$ cat src/rtl/alte_pkg.sv
package alte_pkg;

	localparam int CAPACITY   = 64;
	localparam int WORD_WIDTH = 32;

	localparam int OPCODE_W = 3;
	localparam int POS_W    = 7;
	localparam int VALUE_W  = 32;
	localparam int COUNT_W  = 7;
	localparam int MAXLEN_W = 7;

	localparam int IDX_W = $clog2(CAPACITY);
	localparam int CNT_W = $clog2(CAPACITY + 1);
	localparam int CMP_W = (CNT_W > POS_W) ? CNT_W : POS_W;

	localparam logic [MAXLEN_W-1:0] MAXLEN_RESET = MAXLEN_W'(64);

	typedef enum logic [OPCODE_W-1:0] {
		OP_APPEND    = 3'd0,
		OP_INSERT    = 3'd1,
		OP_DELETE    = 3'd2,
		OP_SEARCH    = 3'd3,
		OP_TRANSPOSE = 3'd4,
		OP_FRONT     = 3'd5,
		OP_DUMP      = 3'd6
	} opcode_t;

	typedef enum logic [1:0] {
		ST_IDLE,
		ST_SEARCH,
		ST_DUMP
	} state_t;

	typedef enum logic [2:0] {
		ACT_NONE,
		ACT_APPEND,
		ACT_INSERT,
		ACT_DELETE,
		ACT_TRANSPOSE,
		ACT_FRONT,
		ACT_ROTATE
	} cell_act_t;

	typedef struct packed {
		cell_act_t             act;
		logic [CMP_W-1:0]      pos;
		logic [CNT_W-1:0]      fill;
		logic [WORD_WIDTH-1:0] key;
	} cell_cmd_t;

	// Cut a signed 32-bit operand to the stored word width.
	function automatic logic [WORD_WIDTH-1:0] to_word(input logic [VALUE_W-1:0] v);
		logic [63:0] ext;
		ext = 64'(signed'(v));
		return ext[WORD_WIDTH-1:0];
	endfunction

	// Sign-extend a stored word and cut it to the 32-bit result.
	function automatic logic [VALUE_W-1:0] to_result(input logic [WORD_WIDTH-1:0] w);
		logic [63:0] ext;
		ext = 64'(signed'(w));
		return ext[VALUE_W-1:0];
	endfunction

endpackage

$ cat src/rtl/alte_cell.sv
module alte_cell
	import alte_pkg::*;
(
	input  logic                  clk,
	input  cell_cmd_t             cmd,
	input  logic [IDX_W-1:0]      cell_index,
	input  logic [WORD_WIDTH-1:0] left_word,
	input  logic [WORD_WIDTH-1:0] right_word,
	input  logic [WORD_WIDTH-1:0] first_word,
	input  logic                  hit_here,
	input  logic                  hit_next,
	output logic [WORD_WIDTH-1:0] word,
	output logic                  match
);

	logic [WORD_WIDTH-1:0] word_q;
	logic [WORD_WIDTH-1:0] word_nxt;
	logic [CMP_W-1:0]      idx_w;
	logic [CMP_W-1:0]      idx_inc;
	logic [CMP_W-1:0]      fill_w;

	assign idx_w   = CMP_W'(cell_index);
	assign idx_inc = idx_w + CMP_W'(1);
	assign fill_w  = CMP_W'(cmd.fill);
	assign word    = word_q;
	assign match   = (word_q == cmd.key) && (idx_w < fill_w);

	always_comb begin
		word_nxt = word_q;
		case (cmd.act)
			ACT_APPEND: begin
				if (idx_w == fill_w) word_nxt = cmd.key;
			end
			ACT_INSERT: begin
				if (idx_w > cmd.pos) word_nxt = left_word;
				else if (idx_w == cmd.pos) word_nxt = cmd.key;
			end
			ACT_DELETE: begin
				if (idx_w >= cmd.pos) word_nxt = right_word;
			end
			ACT_TRANSPOSE: begin
				if (hit_next) word_nxt = cmd.key;
				else if (hit_here && idx_w != '0) word_nxt = left_word;
			end
			ACT_FRONT: begin
				if (idx_w == '0) word_nxt = cmd.key;
				else if (hit_here) word_nxt = first_word;
			end
			ACT_ROTATE: begin
				if (idx_inc < fill_w) word_nxt = right_word;
				else if (idx_inc == fill_w) word_nxt = first_word;
			end
			default: begin
				word_nxt = word_q;
			end
		endcase
	end

	always_ff @(posedge clk) begin
		word_q <= word_nxt;
	end

endmodule

$ cat config.mk
export PLATFORM = sky130hd
export DESIGN_NAME = alte_cell
export DESIGN_NICKNAME = d
export VERILOG_FILES = /design/src/rtl/alte_pkg.sv /design/src/rtl/alte_cell.sv
export SDC_FILE = /design/constraint.sdc
export NUM_CORES = 1
export LEC_CHECK = 0
export BUFFER_PORTS_ARGS = -buffer_cell sky130_fd_sc_hd__buf_2
export CAP_MARGIN = 30
export CORE_ASPECT_RATIO = 1.4
export CORE_UTILIZATION = 47
export DETAILED_ROUTE_END_ITERATION = 8
export PLACE_DENSITY_LB_ADDON = 0.12
export SYNTH_ARGS = -nofsm -noshare
export SYNTH_HDL_FRONTEND = slang
export SYNTH_SLANG_ARGS = --single-unit
$ cat constraint.sdc
create_clock -name clk -period 3.05 [get_ports clk]
set_input_delay 0.305 -clock clk [delete_from_list [all_inputs] [get_ports clk]]
set_output_delay 0.305 -clock clk [all_outputs]
set_load 0.01 [all_outputs]
==> reports/qor.json, run 1 <==
{
  "result_of_the_run": "finished, final reports clean",
  "dp.cells": 923,
  "layout.nets": 964,
  "crit_start": "cell_index[0]",
  "vias_per_cell": 6.36,
  "worst-setup-path-type": "primary input to register",
  "grt_first_pass_wirelength_um": 30200,
  "routabilityCongestion": 0.873,
  "boundaryPins": 187,
  "num_antenna_cells": 0,
  "final.setup.worst_slack_ns": 0.0814,
  "synth-async-reset-ratio_pct": 0,
  "synth-edff-count": 32,
  "synth.net_count": 787,
  "p_leak_nw": 2.75,
  "placeableCoreArea_mm2": 0.0110,
  "dp_slack_ns": -0.237,
  "area_enclosed_by_the_die_boundary_mm2": 0.0119,
  "num_vias": 5919,
  "internal_power_mw": 1.42,
  "seqCellArea_um2": 961,
  "synth_sequential_area_ratio_pct": 17.9,
  "worstPathRequired_ns": 3.07,
  "ys_ff_latch": 32,
  "power.net_switching_uw": 948,
  "start_kind": "primary input",
  "drt_iter0_markers": 372,
  "share_clk_of_total_power_pct": 21.9,
  "worst_setup_hold_path_clk_slew_ns": 0.06,
  "critPathMaxFanout": 11,
  "wl_per_instance_um": 21.4,
  "drc": 0,
  "ctsHoldBuffers": 0,
  "post_synthesis_cell_area_mm2": 0.00538,
  "timing_hold_violations_final": 0,
  "syn_avg_cell_area_um2": 8.78,
  "timing.slew.headroom_pct": 39.0,
  "chipHeight_um": 129,
  "critPathBufInv": 2,
  "multiInputGateArea_mm2": 0.00421,
  "dpl_cell_area_mm2": 0.00661,
  "critPathSlowestCell": "sky130_fd_sc_hd__a2111oi_0",
  "stdcell_count": 931,
  "buffer_ports.inserted": 186,
  "maxSlewViolCount": 0,
  "total_power_mw": 2.37,
  "cells_resized_by_post_cts_repair": 0,
  "final_area_mm2": 0.00682,
  "layout-area-overhead-vs-synth_pct": 26.9,
  "max-cap-violations": 0,
  "rows": 45,
  "comb_power_share_pct": 50.2,
  "clock_sinks": 32,
  "rsz_0062_raised_after_global_routing": "no",
  "post_cts_buffers": 0,
  "hpwlAfterDp_um": 14200,
  "max_freq_mhz": 337,
  "finalCritPeriodShare_pct": 97.3,
  "post_route_cells_drive_above_1_share_pct": 45.3,
  "power_density_mw_per_mm2": 347,
  "wl_um": 20000,
  "postRouteAntennaNets": 0,
  "crit_end": "word[16]$_DFFE_PP_",
  "syn_inst": 612,
  "p_seq_share_pct": 28.0,
  "grt_pass1_vias": 5805,
  "synth_cell_types": 47,
  "largest_reg_flops": 32,
  "peakVddDrop_mv": 0.274,
  "worst_path_dominant_cell_family": "compound AO/OA/AOI/OAI gates",
  "grt_antenna_before_repair": 0,
  "finalSetupViolations": 0,
  "globalRoute.totalOverflow": 0,
  "worst_pin_slew_ns": 0.915,
  "synth_ff_type": "sky130_fd_sc_hd__edfxtp_1",
  "numCtsBuffers": 5,
  "sum_of_negative_setup_slack_ns": 0,
  "htree_levels": 2,
  "cp.arrival_ns": 2.99,
  "drt-pass1-iter-count": 5,
  "largest_net_degree_at_the_start_of_global_routing": 35,
  "path_depth": 11,
  "grt_util_all_layers_pct": 32.8,
  "timing.critical_path.cells": "buf_2 > ha_1 > xor2_1 > ha_1 > a21oi_2 > a21oi_2 > a2111oi_4 > buf_6 > mux2_2 > a2111oi_0 > a211oi_1",
  "synth-warning-count": 0,
  "clockRootBuffer": "sky130_fd_sc_hd__clkbuf_16",
  "tritoncts_clock_tree": "yes",
  "critical-path-max-stage-delay_ns": 0.50,
  "post-route-util_pct": 62.2,
  "dieWidth_um": 92.4,
  "min_period_ns": 2.97,
  "floorplan.initialDensity_pct": 49.0,
  "final.hold.worst_slack_ns": 0.468,
  "worstSetupEndpointType": "register",
  "power.switching_fraction_pct": 40.0,
  "clock_tree.buffer_depth": 2,
  "filler_cell_count": 969,
  "hp-class": "primary input to register"
}
synth_stat cells (3+ instances only):
cell type	instances	area [um2]
sky130_fd_sc_hd__o21ai_1	4	20.0
sky130_fd_sc_hd__mux2_4	28	420
sky130_fd_sc_hd__mux2i_1	34	340
sky130_fd_sc_hd__clkbuf_1	31	116
sky130_fd_sc_hd__nor3_1	4	20.0
sky130_fd_sc_hd__nor2b_1	4	25.0
sky130_fd_sc_hd__buf_4	4	30.0
sky130_fd_sc_hd__xor2_1	33	289
sky130_fd_sc_hd__a2111oi_0	3	26.3
sky130_fd_sc_hd__and3_1	3	18.8
sky130_fd_sc_hd__nand2b_1	3	18.8
sky130_fd_sc_hd__o21ai_0	59	295
sky130_fd_sc_hd__inv_1	16	60.1
sky130_fd_sc_hd__nand3_1	6	30.0
sky130_fd_sc_hd__a211oi_1	5	37.5
sky130_fd_sc_hd__edfxtp_1	32	961
sky130_fd_sc_hd__nor4_1	9	56.3
sky130_fd_sc_hd__a211oi_2	28	350
sky130_fd_sc_hd__mux2_2	35	394
sky130_fd_sc_hd__nor2_1	40	150
sky130_fd_sc_hd__buf_6	3	33.8
sky130_fd_sc_hd__xnor2_1	3	26.3
sky130_fd_sc_hd__a21oi_1	130	651
sky130_fd_sc_hd__nand4_1	4	25.0
sky130_fd_sc_hd__nand2_1	8	30.0
sky130_fd_sc_hd__a2111oi_2	28	420
sky130_fd_sc_hd__ha_1	21	263
sky130_fd_sc_hd__buf_2	10	50.1
cell usage in the layout, fill, tap and decap left out, types with 2 or more instances in the layout:
master,n
sky130_fd_sc_hd__buf_2,186
sky130_fd_sc_hd__a21oi_1,130
sky130_fd_sc_hd__o21ai_0,59
sky130_fd_sc_hd__nor2_1,39
sky130_fd_sc_hd__mux2_2,35
sky130_fd_sc_hd__mux2i_1,34
sky130_fd_sc_hd__xor2_1,33
sky130_fd_sc_hd__edfxtp_1,32
sky130_fd_sc_hd__mux2_4,28
sky130_fd_sc_hd__a211oi_2,28
sky130_fd_sc_hd__buf_4,27
sky130_fd_sc_hd__a2111oi_2,22
sky130_fd_sc_hd__ha_1,21
sky130_fd_sc_hd__inv_1,16
sky130_fd_sc_hd__nor4_1,9
sky130_fd_sc_hd__nand2_1,8
sky130_fd_sc_hd__a2111oi_4,7
sky130_fd_sc_hd__buf_12,7
sky130_fd_sc_hd__nand3_1,6
sky130_fd_sc_hd__a211oi_1,5
sky130_fd_sc_hd__clkbuf_16,5
sky130_fd_sc_hd__nand4_1,4
sky130_fd_sc_hd__nor3_1,4
sky130_fd_sc_hd__o21ai_1,4
sky130_fd_sc_hd__xnor2_1,3
sky130_fd_sc_hd__and3_1,3
sky130_fd_sc_hd__nor2b_2,3
sky130_fd_sc_hd__nand2b_1,3
sky130_fd_sc_hd__a2111oi_0,3
sky130_fd_sc_hd__a21oi_2,2
sky130_fd_sc_hd__o21a_1,2
sky130_fd_sc_hd__o211ai_1,2
sky130_fd_sc_hd__o31ai_1,2
sky130_fd_sc_hd__clkbuf_1,2
power groups by stage:
stage | combinational, mW | sequential (mW) | clock, mW
6_report | 1.19 | 0.663 | 0.518
5_1_grt | 1.27 | 0.673 | 0.543
4_1_cts | 1.16 | 0.662 | 0.528
3_5_place_dp | 1.15 | 0.670 | 0
3_3_place_gp | 1.13 | 0.665 | 0
2_1_floorplan | 0.649 | 0.700 | 0
layer usage:
layer  wire length, um  share of wire [%]  up-vias  global-route usage (%)
li1                  -                  -     2716                       -
met1              7820                 39     2811                    39.7
met2              9900                 50      333                    56.6
met3              1490                7.5       59                    4.73
met4               752                3.8        0                    15.9
met5                 0                  0        -                       0
how the worst min path moves through the flow:
| stage | from | endpoint | slack, ns | depth (start not counted) |
|---|---|---|---|---|
| after floorplan | cmd[10] | word[10]$_DFFE_PP_ | 0.58 | 2 |
| after global placement | cmd[26] | word[26]$_DFFE_PP_ | 0.75 | 3 |
| after detailed placement | cmd[4] | word[4]$_DFFE_PP_ | 0.76 | 3 |
| after CTS | cmd[4] | word[4]$_DFFE_PP_ | 0.46 | 3 |
| after global routing | cmd[16] | word[16]$_DFFE_PP_ | 0.48 | 3 |
| final | cmd[1] | word[1]$_DFFE_PP_ | 0.47 | 3 |
cell families (layout without fill, tap and decap cells):
kind of cell	count (synthesis)	in the layout	synth area share [%]
fa+ha+maj	21	21	4.89
xor+xnor	36	36	5.86
flops	32	32	17.9
compound gates	274	274	36.5
mux	97	97	21.5
simple gates	85	85	7.61
buf+inv	67	245	5.75
area by class of cell:
class,count,area share [%]
repair buffers,221,18.8
clock buffers,7,1.94
clock inverters,1,0.0550
multi-input cells,513,61.6
well taps,141,2.59
flip-flops and latches,32,14.1
inverters,16,0.880
worst min-delay path, stage by stage:
cell and delay (ns):
sky130_fd_sc_hd__buf_2 0.14, sky130_fd_sc_hd__nor2_1 0.07, sky130_fd_sc_hd__a211oi_2 0.13
Note: power is estimated with default switching activity, not from simulation.
==> run 2: changes to the inputs <==
--- a/config.mk
+++ b/config.mk
@@ -8,9 +8,11 @@
 export BUFFER_PORTS_ARGS = -buffer_cell sky130_fd_sc_hd__buf_2
 export CAP_MARGIN = 30
 export CORE_ASPECT_RATIO = 1.4
+export CORE_MARGIN = 4
 export CORE_UTILIZATION = 47
 export DETAILED_ROUTE_END_ITERATION = 8
 export PLACE_DENSITY_LB_ADDON = 0.12
+export SETUP_SLACK_MARGIN = 0.4
 export SYNTH_ARGS = -nofsm -noshare
 export SYNTH_HDL_FRONTEND = slang
 export SYNTH_SLANG_ARGS = --single-unit
==> run 2 against run 1 <==
Clock power is 2% lower; combinational power is 10% higher; design area is 7.5% higher; total power is 4.6% higher; setup slack better by 0.20 ns; core utilization is 4.3 points higher; wire length is 4.3% higher; via count is 1.8% higher; sequential power hardly changed; first-iteration DRC count is 20% higher.
==> reports/qor.json, run 2 (synthesized netlist as in run 1, its figures left out) <==
{
  "largest_reg_flops": {"value": 32, "change": "unchanged"},
  "worst-setup-path-type": "primary input to register",
  "comb_power_share": {"value": 52.8, "unit": "%", "change": "+2.6 points"},
  "p_leak": {"value": 2.85, "unit": "nW", "change": "+3.4%"},
  "min_path_cells": {"value": 3, "change": "unchanged"},
  "wl_per_instance": {"value": 22.3, "unit": "um", "change": "+4.1%"},
  "clockRootBuffer": "sky130_fd_sc_hd__clkbuf_16",
  "max-cap-violations": {"value": 0, "change": "unchanged"},
  "rsz_0062_raised_after_global_routing": "yes",
  "tritoncts_clock_tree": "yes",
  "power_density": {"value": 338, "unit": "mW/mm2", "change": "-2.7%"},
  "seqCellArea": {"value": 961, "unit": "um2", "change": "unchanged"},
  "min_period": {"value": 2.77, "unit": "ns", "change": "-0.199 ns"},
  "placeableCoreArea": {"value": 0.0110, "unit": "mm2", "change": "+0.51%"},
  "hpwlAfterDp": {"value": 14600, "unit": "um", "change": "+2.9%"},
  "final_area": {"value": 0.00734, "unit": "mm2", "change": "+7.5%"},
  "timing_hold_violations_final": {"value": 0, "change": "unchanged"},
  "internal_power": {"value": 1.49, "unit": "mW", "change": "+4.6%"},
  "cp.arrival": {"value": 2.79, "unit": "ns", "change": "-0.20 ns"},
  "vias_per_cell": {"value": 6.46, "change": "+1.6%"},
  "dieWidth": {"value": 98.4, "unit": "um", "change": "+6.5%"},
  "filler_cell_count": {"value": 948, "change": "-2.2%"},
  "num_antenna_cells": {"value": 0, "change": "unchanged"},
  "p_seq_share": {"value": 26.7, "unit": "%", "change": "-1.3 points"},
  "worst_pin_slew": {"value": 0.857, "unit": "ns", "change": "-0.0588 ns"},
  "num_vias": {"value": 6024, "change": "+1.8%"},
  "power.switching_fraction": {"value": 40.0, "unit": "%", "change": "about the same"},
  "multiInputGateArea": {"value": 0.00464, "unit": "mm2", "change": "+10%"},
  "hold_sp": "cmd[26]",
  "wl": {"value": 20800, "unit": "um", "change": "+4.3%"},
  "finalCritPeriodShare": {"value": 90.8, "unit": "%", "change": "-6.5 points"},
  "start_kind": "primary input",
  "layout.nets": {"value": 966, "change": "+0.21%"},
  "rows": {"value": 45, "change": "unchanged"},
  "max_freq": {"value": 361, "unit": "MHz", "change": "+7.2%"},
  "critPathMaxFanout": {"value": 7, "change": "-4"},
  "largest_net_degree_at_the_start_of_global_routing": {"value": 37, "change": "+5.7%"},
  "grt_pass1_vias": {"value": 6156, "change": "+6.0%"},
  "drt_iter0_markers": {"value": 448, "change": "+20%"},
  "holdPathEnd": "word[26]$_DFFE_PP_",
  "grt_util_all_layers": {"value": 29.7, "unit": "%", "change": "-3.1 points"},
  "hp-class": "primary input to register",
  "area_enclosed_by_the_die_boundary": {"value": 0.0132, "unit": "mm2", "change": "+11%"},
  "layout-area-overhead-vs-synth_pct": 36.5,
  "worstPathRequired": {"value": 3.07, "unit": "ns", "change": "about the same"},
  "chipHeight": {"value": 135, "unit": "um", "change": "+4.7%"},
  "buffer_ports.inserted": {"value": 186, "change": "unchanged"},
  "drc": {"value": 0, "change": "unchanged"},
  "routabilityCongestion": {"value": 0.867, "change": "-0.69%"},
  "globalRoute.totalOverflow": {"value": 0, "change": "unchanged"},
  "htree_levels": {"value": 2, "change": "unchanged"},
  "worstSetupEndpointType": "register",
  "share_clk_of_total_power": {"value": 20.4, "unit": "%", "change": "-1.5 points"},
  "clock_sinks": {"value": 32, "change": "unchanged"},
  "dpl_cell_area": {"value": 0.00691, "unit": "mm2", "change": "+4.6%"},
  "power.net_switching": {"value": 992, "unit": "uW", "change": "+4.7%"},
  "finalSetupViolations": {"value": 0, "change": "unchanged"},
  "worst_setup_hold_path_clk_slew": {"value": 0.05, "unit": "ns", "change": "about the same"},
  "post-route-util": {"value": 66.5, "unit": "%", "change": "+4.3 points"},
  "boundaryPins": {"value": 187, "change": "unchanged"},
  "clock_tree.buffer_depth": {"value": 2, "change": "unchanged"},
  "result_of_the_run": "finished, final reports clean",
  "floorplan.initialDensity": {"value": 48.7, "unit": "%", "change": "-0.25 points"},
  "timing.slew.headroom": {"value": 42.6, "unit": "%", "change": "+3.7 points"},
  "mostFrequentLayoutCells": "181 x sky130_fd_sc_hd__buf_2, 129 x sky130_fd_sc_hd__a21oi_1, 59 x sky130_fd_sc_hd__o21ai_0",
  "layout_commonest_cell": "sky130_fd_sc_hd__buf_2",
  "maxSlewViolCount": {"value": 0, "change": "unchanged"},
  "drt-pass1-iter-count": {"value": 5, "change": "unchanged"},
  "post_route_cells_drive_above_1_share": {"value": 47.2, "unit": "%", "change": "+1.9 points"},
  "peakVddDrop": {"value": 0.335, "unit": "mV", "change": "+22%"},
  "grt_first_pass_wirelength": {"value": 31700, "unit": "um", "change": "+5.1%"},
  "numCtsBuffers": {"value": 5, "change": "unchanged"},
  "grt_antenna_before_repair": {"value": 0, "change": "unchanged"},
  "postRouteAntennaNets": {"value": 0, "change": "unchanged"}
}
run 2: stage by stage:
| step | power (mW) | setup TNS, ns | setup WS [ns] | hold WS (ns) | instances |
|---|---|---|---|---|---|
| finish | 2.48 | 0 | 0.280 | 0.480 | 933 |
| global route | 2.60 | 0 | 0.213 | 0.484 | 933 |
| CTS | 2.43 | 0 | 0.339 | 0.462 | 928 |
| detailed placement | 1.89 | -0.160 | -0.0482 | 0.763 | 916 |
| global placement | 1.86 | 0 | 0.0358 | 0.747 | 916 |
| floorplan | 1.43 | 0 | 0.314 | 0.563 | 612 |
run 2: layout make-up:
type / instances / area share, %
clock inverter: 1 / 0.0512
clock buffer: 7 / 1.81
timing repair buffer: 223 / 18.6
inverter: 16 / 0.818
sequential: 32 / 13.1
tap: 141 / 2.40
multi-input combinational: 513 / 63.2
run 2: worst max-delay path: stages:
cell                        delay (ns)
sky130_fd_sc_hd__buf_8            0.10
sky130_fd_sc_hd__ha_4             0.17
sky130_fd_sc_hd__xor2_1           0.15
sky130_fd_sc_hd__ha_1             0.32
sky130_fd_sc_hd__a21oi_2          0.15
sky130_fd_sc_hd__a21oi_2          0.08
sky130_fd_sc_hd__a2111oi_4        0.38
sky130_fd_sc_hd__buf_6            0.20
sky130_fd_sc_hd__buf_12           0.15
sky130_fd_sc_hd__mux2_4           0.33
sky130_fd_sc_hd__a2111oi_4        0.36
sky130_fd_sc_hd__a211oi_2         0.08
run 2: power groups by stage:
| stage | clock [mW] | sequential (mW) | combinational, mW |
|---|---|---|---|
| floorplan | 0 | 0.700 | 0.726 |
| global placement | 0 | 0.668 | 1.20 |
| detailed placement | 0 | 0.672 | 1.22 |
| CTS | 0.521 | 0.664 | 1.25 |
| global route | 0.537 | 0.673 | 1.39 |
| finish | 0.507 | 0.663 | 1.31 |
run 2: repair_timing:
| action | CTS | global route |
|---|---|---|
| hold buffers | 0 | 0 |
| gates resized for setup | 5 | 32 |
| setup buffers | 4 | 4 |
| pin swaps | 1 | 13 |
| gates cloned | 0 | 1 |
| endpoints found under the setup margin | 21 | 31 |
run 2: routing by layer:
metal  global-route usage, %  wire (um)
met2                    52.0      10400
met5                       0          0
met4                    13.7        813
met1                    35.1       7910
met3                    5.06       1690
run 2: worst max-delay path by stage:
stage                              from                 end  slack (ns)  cells after the start
after floorplan           cell_index[1]  word[10]$_DFFE_PP_        0.31                     11
after global placement    cell_index[1]  word[24]$_DFFE_PP_        0.04                     13
after global routing      cell_index[0]  word[19]$_DFFE_PP_        0.21                     13
after CTS                 cell_index[1]  word[19]$_DFFE_PP_        0.34                     13
after detailed placement  cell_index[1]   word[0]$_DFFE_PP_       -0.05                     12
final                     cell_index[1]  word[19]$_DFFE_PP_        0.28                     12
